`src/design/pfdl_pkg.sv`:
```
// shared types and constants for the pan-driven fractional delay line
package pfdl_pkg;

	localparam int BUFFER_DEPTH_DEF = 2048;

	localparam int SMP_W   = 24;
	localparam int PAN_W   = 16;
	localparam int DLY_W   = 28;
	localparam int FRAC_W  = 16;
	localparam int TGT_W   = 12;
	localparam int FULL_W  = 12;
	localparam int STEP_W  = 16;
	localparam int CFG_IDX_W  = 4;
	localparam int CFG_DATA_W = 16;

	localparam logic [STEP_W-1:0] STEP_RESET = 16'd655;

	localparam logic OP_SAMPLE = 1'b0;
	localparam logic OP_PAN    = 1'b1;

	localparam logic [CFG_IDX_W-1:0] CFG_FULL_DELAY  = 4'd0;
	localparam logic [CFG_IDX_W-1:0] CFG_INTERP_STEP = 4'd1;

	// one sample beat on its way from the store read to the output
	typedef struct packed {
		logic signed [SMP_W-1:0] smp;
		logic                    use_in;
		logic                    a_ok;
		logic                    b_ok;
		logic [FRAC_W-1:0]       frac;
		logic [DLY_W-1:0]        delay;
		logic                    ramping;
	} pfdl_item_t;

endpackage

```
`src/design/pfdl_interp.sv`:
```
// interpolation pipeline: read data, multiply, round, output register
module pfdl_interp (
	input  logic                           clk,
	input  logic                           arst_n,
	input  logic                           issue,
	input  pfdl_pkg::pfdl_item_t           item,
	input  logic [pfdl_pkg::SMP_W-1:0]     rd_a,
	input  logic [pfdl_pkg::SMP_W-1:0]     rd_b,
	output logic                           hold,
	output logic                           out_valid,
	input  logic                           out_stall,
	output logic signed [pfdl_pkg::SMP_W-1:0] sample_out,
	output logic [pfdl_pkg::DLY_W-1:0]     delay_now,
	output logic                           ramping
);

	import pfdl_pkg::*;

	localparam int PROD_W = SMP_W + 1 + FRAC_W + 1;

	logic                     s1_valid_q;
	pfdl_item_t               item_s1;
	logic                     s2_valid_q;
	logic signed [PROD_W-1:0] prod_s2;
	logic signed [SMP_W-1:0]  second_s2;
	logic [DLY_W-1:0]         delay_s2;
	logic                     ramping_s2;
	logic                     out_valid_q;

	logic                     out_move;
	logic                     s2_move;
	logic signed [SMP_W-1:0]  first;
	logic signed [SMP_W-1:0]  second;
	logic signed [SMP_W:0]    diff;
	logic signed [PROD_W-1:0] rnd;
	logic signed [PROD_W-1:0] shifted;
	logic signed [SMP_W-1:0]  result;

	assign out_move = s2_valid_q && (!out_valid_q || !out_stall);
	assign s2_move  = s1_valid_q && (!s2_valid_q || out_move);
	assign hold     = s1_valid_q && !s2_move;

	always_comb begin
		first  = item_s1.b_ok ? $signed(rd_b) : '0;
		second = item_s1.use_in ? item_s1.smp : (item_s1.a_ok ? $signed(rd_a) : '0);
		diff   = {first[SMP_W-1], first} - {second[SMP_W-1], second};
	end

	assign rnd     = prod_s2 + PROD_W'(32768);
	assign shifted = rnd >>> FRAC_W;
	assign result  = second_s2 + shifted[SMP_W-1:0];

	always_ff @(posedge clk or negedge arst_n) begin
		if (!arst_n) begin
			s1_valid_q  <= 1'b0;
			s2_valid_q  <= 1'b0;
			out_valid_q <= 1'b0;
		end else begin
			s1_valid_q  <= issue || (s1_valid_q && !s2_move);
			s2_valid_q  <= s2_move || (s2_valid_q && !out_move);
			out_valid_q <= out_move || (out_valid_q && out_stall);
		end
	end

	always_ff @(posedge clk) begin
		if (issue) begin
			item_s1 <= item;
		end
		if (s2_move) begin
			prod_s2    <= PROD_W'(diff) * PROD_W'($signed({1'b0, item_s1.frac}));
			second_s2  <= second;
			delay_s2   <= item_s1.delay;
			ramping_s2 <= item_s1.ramping;
		end
		if (out_move) begin
			sample_out <= result;
			delay_now  <= delay_s2;
			ramping    <= ramping_s2;
		end
	end

	assign out_valid = out_valid_q;

	a_no_issue_on_hold: assert property (@(posedge clk) disable iff (!arst_n)
		issue |-> !hold)
		else $error("beat issued while first stage is held");

	a_s1_kept: assert property (@(posedge clk) disable iff (!arst_n)
		s1_valid_q && !s2_move |=> s1_valid_q)
		else $error("held first stage beat lost");

	a_s2_blocked_only_by_out: assert property (@(posedge clk) disable iff (!arst_n)
		s2_valid_q && !out_move |-> out_valid_q && out_stall)
		else $error("second stage stuck with output free");

endmodule

```
`config.mk`:
```
export PLATFORM = sky130hd
export DESIGN_NAME = pfdl_interp
export DESIGN_NICKNAME = d
export VERILOG_FILES = /design/src/design/pfdl_pkg.sv /design/src/design/pfdl_interp.sv
export SDC_FILE = /design/constraint.sdc
export NUM_CORES = 1
export LEC_CHECK = 0
export CAP_MARGIN = 30
export CORE_UTILIZATION = 55
export DETAILED_ROUTE_END_ITERATION = 6
export DONT_BUFFER_PORTS = 1
export HOLD_SLACK_MARGIN = 0.02
export PLACE_DENSITY = 0.67
export SKIP_LAST_GASP = 1
export SYNTH_ARGS = -nofsm -noshare
export SYNTH_HDL_FRONTEND = slang
export SYNTH_SLANG_ARGS = --single-unit
```
`constraint.sdc`:
```
create_clock -name clk -period 10.09 [get_ports clk]
set_clock_uncertainty 0.2 [all_clocks]
set_input_delay 3.027 -clock clk [delete_from_list [all_inputs] [get_ports clk]]
set_output_delay 3.027 -clock clk [all_outputs]
set_load 0.01 [all_outputs]
```
==> results of run 1 <==
flip-flops by register name (all words and copies together) (netlist names):
signal	cells
ramping	1
delay_now	28
s2_valid_q	1
item_s1	72
ramping_s2	1
prod_s2	25
delay_s2	28
second_s2	24
sample_out	24
s1_valid_q	1
out_valid	1
layout by cell type, fill, tap and decap left out, types with 21 or more instances in the layout:
| master | n |
|---|---|
| a21oi_1 | 39 |
| nor2_1 | 47 |
| a22oi_1 | 21 |
| nand2b_1 | 29 |
| clkbuf_16 | 25 |
| ha_1 | 135 |
| a21o_1 | 26 |
| nand2_1 | 241 |
| xnor2_1 | 58 |
| xor2_1 | 27 |
| buf_4 | 274 |
| fa_1 | 360 |
| and2_1 | 182 |
| nand3_1 | 28 |
| inv_1 | 465 |
| edfxtp_1 | 203 |
path summary, 6_finish.rpt:
kind                                         from                 endpoint  slack, ns  cells past startpoint
min reg2reg                delay_s2[10]$_DFFE_PP_  delay_now[10]$_DFFE_PP_       0.21                      0
min in group asynchronous                  arst_n     s2_valid_q$_DFF_PN0_       1.98                      0
max in group asynchronous                  arst_n     s1_valid_q$_DFF_PN0_       7.64                      0
min                        delay_s2[10]$_DFFE_PP_  delay_now[10]$_DFFE_PP_       0.21                      0
max reg2reg                 item_s1[47]$_DFFE_PP_    prod_s2[39]$_DFFE_PP_       0.62                     36
max                                       rd_a[0]    prod_s2[34]$_DFFE_PP_      -0.85                     36
metal layers:
metal | part of all wire (%) | track usage, %
met1 | 42 | 35.8
met2 | 48 | 45.8
met3 | 7.4 | 5.11
met4 | 2.7 | 7.90
met5 | 0.023 | 0
worst max-delay path: cells and delay by family:
family | cells | cell delay (ns)
simple gates | 7 | 0.82
xor+xnor | 1 | 0.19
buf+inv | 8 | 0.80
compound gates | 11 | 2.35
fa+ha+maj | 9 | 3.80
stage by stage:
| step | std cells | utilization, % | setup slack [ns] | TNS, ns |
|---|---|---|---|---|
| after detailed placement | 2930 | 62.6 | -1.61 | -24.11 |
| after CTS | 2997 | 65.8 | -0.965 | -10.12 |
| final | 3018 | 66.8 | -0.855 | -9.39 |
| after global placement | 2929 | 62.6 | -1.50 | -21.81 |
| after global routing | 3016 | 66.8 | -1.11 | -14.90 |
| after floorplan | 2217 | - | -0.910 | -7.42 |
cell families after synthesis:
| kind of cell | after synthesis | share of synthesized area, % |
|---|---|---|
| fa+ha+maj | 523 | 40.2 |
| xor+xnor | 99 | 3.83 |
| flops | 206 | 26.6 |
| compound gates | 191 | 6.10 |
| mux | 17 | 0.776 |
| buf+inv | 554 | 9.03 |
| simple gates | 627 | 13.5 |
area by class of cell:
class,count,area (um2)
multi-input combinational,1458,15600
fill,3155,13700
sequential,206,6170
timing repair buffer,302,2480
inverter,474,1780
tap,532,666
clock buffer,29,661
clock inverter,15,198
antenna,2,5.00
repair_timing:
action,4_1_cts,5_1_grt
cloned,2,1
endpoints found under the setup margin,23,25
buffers inserted,21,19
resized for setup,50,53
pin swaps,65,84
hold buffers,0,0
==> key figures, run 1 <==
Run status
  • Outcome: finished with violations
  • Violated checks: negative setup slack

Global routing
  • GRT overflow: 0
  • Initial antenna violation count: 2
  • Number of global-route vias before repair: 17547
  • Total track usage: 27.1%
  • Largest net degree at the start of global routing: 74
  • First-pass GRT wire length: 91200 um

Detailed routing
  • Via Count: 16252
  • Final wirelength: 56900 um
  • Final ANT Viol Nets: 0
  • Vias per cell: about 5.4
  • DR DRC count: 0
  • DRT iter0 DRCs: between 1000 and 1500
  • First drt pass iteration count: 5
  • WL/cell: 18.8 um

Clocking
  • Worst-skew pair later-pin latency: 0.54 ns
  • Clock Path Buffers: 3
  • Clock Sinks: 206
  • CTS H-Tree Depth: 1
  • Cts bufs inserted: 24
  • Clock Root Buffer: clkbuf_16
  • CTS clk-pin slew, worst paths: ~0.060 ns
  • CTS tree: built

Floorplan
  • Die X-Extent: between 200 and 250 um
  • Initial Util: 56.3%
  • Row count: 74
  • Total Die Area: 43000 um2
  • I/O pin count: ~180
  • Die H: 207 um
  • Core area: 41200 um2

Yosys
  • Most instantiated cells after synthesis: inv_1 (474), fa_1 (373), nand2_1 (249)
  • Syn avg cell area: 10.5 um2
  • Sequential area share after synthesis: 26.6%
  • Area leader, netlist: fa_1
  • Synth Flop Type: edfxtp_1
  • Count leader, synth: inv_1
  • Leading post-synthesis cells by cell area: fa_1 (32%), edfxtp_1 (26%), ha_1 (7.8%), inv_1 (7.7%), and2_1 (5.1%)
  • Synth Instances: 2217
  • Post-synthesis register bit count: ~210
  • Share of the synthesized area in the top cell type: 32.2%
  • Distinct cells, synth: 70
  • Yosys warns: 0
  • FFs w/ async S/R, synth: under 10%
  • Number of synthesized flops with an enable pin: 203
  • Syn Nets: 2859
  • Cell Area, Synth: ~23000 um2

Final layout
  • Layout cell share with drive strength beyond 1: a little under a fifth
  • Finished Cell Area: 27500 um2
  • Nets: roughly 3100
  • Area Growth Syn to Fin: 18.5%

Setup path
  • Critical Path Fanout Max: 5
  • WP data required: 10.17 ns
  • Critical path's most frequent cell: fa_1
  • Worst path arrival time: 11.03 ns
  • Slowest CP cell: fa_1
  • Setup crit end kind: flop
  • Critical path class: in -> reg
  • Critical path's largest stage delay: about 0.55 ns
  • Critical Path Start Type: input pin

Placement
  • Placement-stage cell area: 25800 um2
  • IO Port Bufs: 0
  • Placer congestion estimate: 0.899
  • Post-DP HPWL: 43900 um

Timing
  • Fin crit period: 10.94 ns
  • Slew @ Worst Pin: 0.716 ns
  • Final setup viols: 21
  • Worst hold slack: 0.214 ns
  • Fin crit share: 108%
  • Slew margin rel.: 52.2%
  • RSZ-0062 raised after global routing: yes
  • Post-layout worst setup margin: -0.855 ns
  • Max Fclk: just over 90 MHz
  • Final hold violation count: 0
  • Slew Limit Fails: 0

Run
  • Max-Cap Viols: 0

Hold path
  • Worst hold path class: reg -> reg
Power of run 1 is left out: the tool's default activity adds up to more than one toggle a clock period on the data nets, which glitch-free logic cannot reach.
==> inputs of run 2 (changes only) <==
Settings changed: RECOVER_POWER set to 50, TNS_END_PERCENT set to 10.
==> run 2 against run 1 <==
Against the previous run:
- the flow still finishes with violations (negative setup slack)
- register-to-register slack got worse by 0.13 ns
- first-iteration DRC count is 8.8% lower
- final area is 2.4% lower
- hold slack better by 0.0014 ns
- flip-flop and latch count unchanged
- count of clock-buffer cells in the layout stayed put
- worst setup slack improved by 0.052 ns
- via count down 1.7%
==> key figures, run 2 (same netlist as run 1, synthesis figures left out) <==
Run status
  • Outcome: finished with violations
  • Violated checks: negative setup slack

Setup path
  • Setup crit end kind: flop
  • Slowest CP cell: fa_1
  • Critical path's most frequent cell: fa_1
  • Critical path's largest stage delay: 0.55 ns
  • WP data required: 10.16 ns
  • Critical Path Start Type: input pin
  • Critical path class: in -> reg
  • Critical Path Fanout Max: 8
  • Worst path arrival time: between 10 and 15 ns

Timing
  • Fin crit period: between 10 and 15 ns
  • Worst hold slack: 0.216 ns
  • Final hold violation count: 0
  • Fin crit share: 108%
  • Slew @ Worst Pin: 0.800 ns
  • RSZ-0062 raised after global routing: yes
  • Slew Limit Fails: 0
  • Slew margin rel.: 46.6%
  • Max Fclk: about 92 MHz
  • Post-layout worst setup margin: -0.802 ns
  • Final setup viols: 19

Detailed routing
  • DR DRC count: 0
  • DRT iter0 DRCs: between 900 and 1000
  • First drt pass iteration count: 7
  • Final wirelength: 55500 um
  • Final ANT Viol Nets: 0
  • WL/cell: between 15 and 20 um
  • Via Count: 15982
  • Vias per cell: about 5.4

Global routing
  • Initial antenna violation count: 1
  • Number of global-route vias before repair: 17525
  • Largest net degree at the start of global routing: 74
  • First-pass GRT wire length: 91100 um
  • GRT overflow: 0
  • Total track usage: 26.9%

Clocking
  • CTS H-Tree Depth: 1
  • Clock Path Buffers: 3
  • Worst-skew pair later-pin latency: 0.54 ns
  • Cts bufs inserted: 24
  • CTS tree: built
  • Clock Sinks: 206
  • Clock Root Buffer: clkbuf_16
  • CTS clk-pin slew, worst paths: approximately 0.060 ns
  • Hold_buf cts: 0

Final layout
  • Number of flip-flops under the largest register name: 72
  • Top flop regs: item_s1: 72 flops, delay_now: 28 flops, delay_s2: 28 flops
  • Nets: 3067
  • Most frequent cells in the layout: inv_1 (471), fa_1 (368), nand2_1 (247), buf_4 (247), edfxtp_1 (203)
  • Finished Cell Area: 26800 um2
  • Top reg by flops: item_s1
  • Commonest non-fill, non-tap cell in the layout: inv_1
  • Layout cell share with drive strength beyond 1: 15.2%
  • Area Growth Syn to Fin: 15.6%
  • Final Util: roughly two thirds

Floorplan
  • Total Die Area: 43000 um2
  • Die X-Extent: 207 um
  • Core area: between 40000 and 50000 um2
  • I/O pin count: 179
  • Row count: 74
  • Initial Util: 56.3%
  • Die H: around 210 um

Placement
  • Placer congestion estimate: 0.904
  • Setup slack at placement: -1.60 ns
  • IO Port Bufs: 0
  • Placement-stage cell area: 25700 um2
  • Post-DP HPWL: 43400 um

Hold path
  • Worst hold path class: reg -> reg

Run
  • Max-Cap Viols: 0
[run 2: changes by cell type in the layout (fill, tap and decap cells not counted), sizes merged]
cell | before | now
clkinvlp | 4 | 0
xnor2 | 69 | 68
diode | 2 | 1
buf | 302 | 262
clkinv | 3 | 7
bufinv | 4 | 3
[run 2: layer usage]
metal	track usage, %	wire length (um)
met5	0	0
met4	7.54	1380
met1	35.7	23400
met2	45.9	26900
met3	4.37	3900
[run 2: final timing paths]
check	from	endpoint	slack, ns	cells after the start
worst max-delay path	rd_a[0]	prod_s2[39]$_DFFE_PP_	-0.80	34
worst min-delay path	delay_s2[27]$_DFFE_PP_	delay_now[27]$_DFFE_PP_	0.22	0
worst max register to register	item_s1[47]$_DFFE_PP_	prod_s2[39]$_DFFE_PP_	0.49	33
worst min register to register	delay_s2[27]$_DFFE_PP_	delay_now[27]$_DFFE_PP_	0.22	0
max in group asynchronous	arst_n	s2_valid_q$_DFF_PN0_	7.64	0
min in group asynchronous	arst_n	out_valid$_DFF_PN0_	1.98	0
[run 2: critical path: cells and delay by family]
family / cells / cell delay [ns]
XOR/XNOR: 2 / 0.44
AND/OR/NAND/NOR: 6 / 0.67
buffers and inverters: 6 / 0.54
AO/OA/AOI/OAI: 11 / 2.49
adder cells (fa/ha/maj): 9 / 3.77
[run 2: cell type report]
class                      instances  area (um2)
antenna                            1        2.50
clock buffer                      29         651
clock inverter                    14         169
fill                            3217       14400
inverter                         474        1780
multi-input combinational       1457       15300
sequential                       206        6170
tap                              532         666
timing repair buffer             262        2120
[run 2: what timing repair did]
item / 4_1_cts / 5_1_grt
pin swaps: 32 / 15
endpoints found under the setup margin: 24 / 25
setup buffers: 5 / 4
cloned: 0 / 1
gates resized for setup: 24 / 16
[run 2: through the flow]
| stage | TNS, ns | std cells |
|---|---|---|
| floorplan | -7.76 | 2217 |
| global placement | -21.64 | 2918 |
| detailed placement | -25.52 | 2921 |
| CTS | -9.28 | 2969 |
| global route | -14.79 | 2974 |
| finish | -7.67 | 2975 |
Power of run 2 is left out for the same reason.
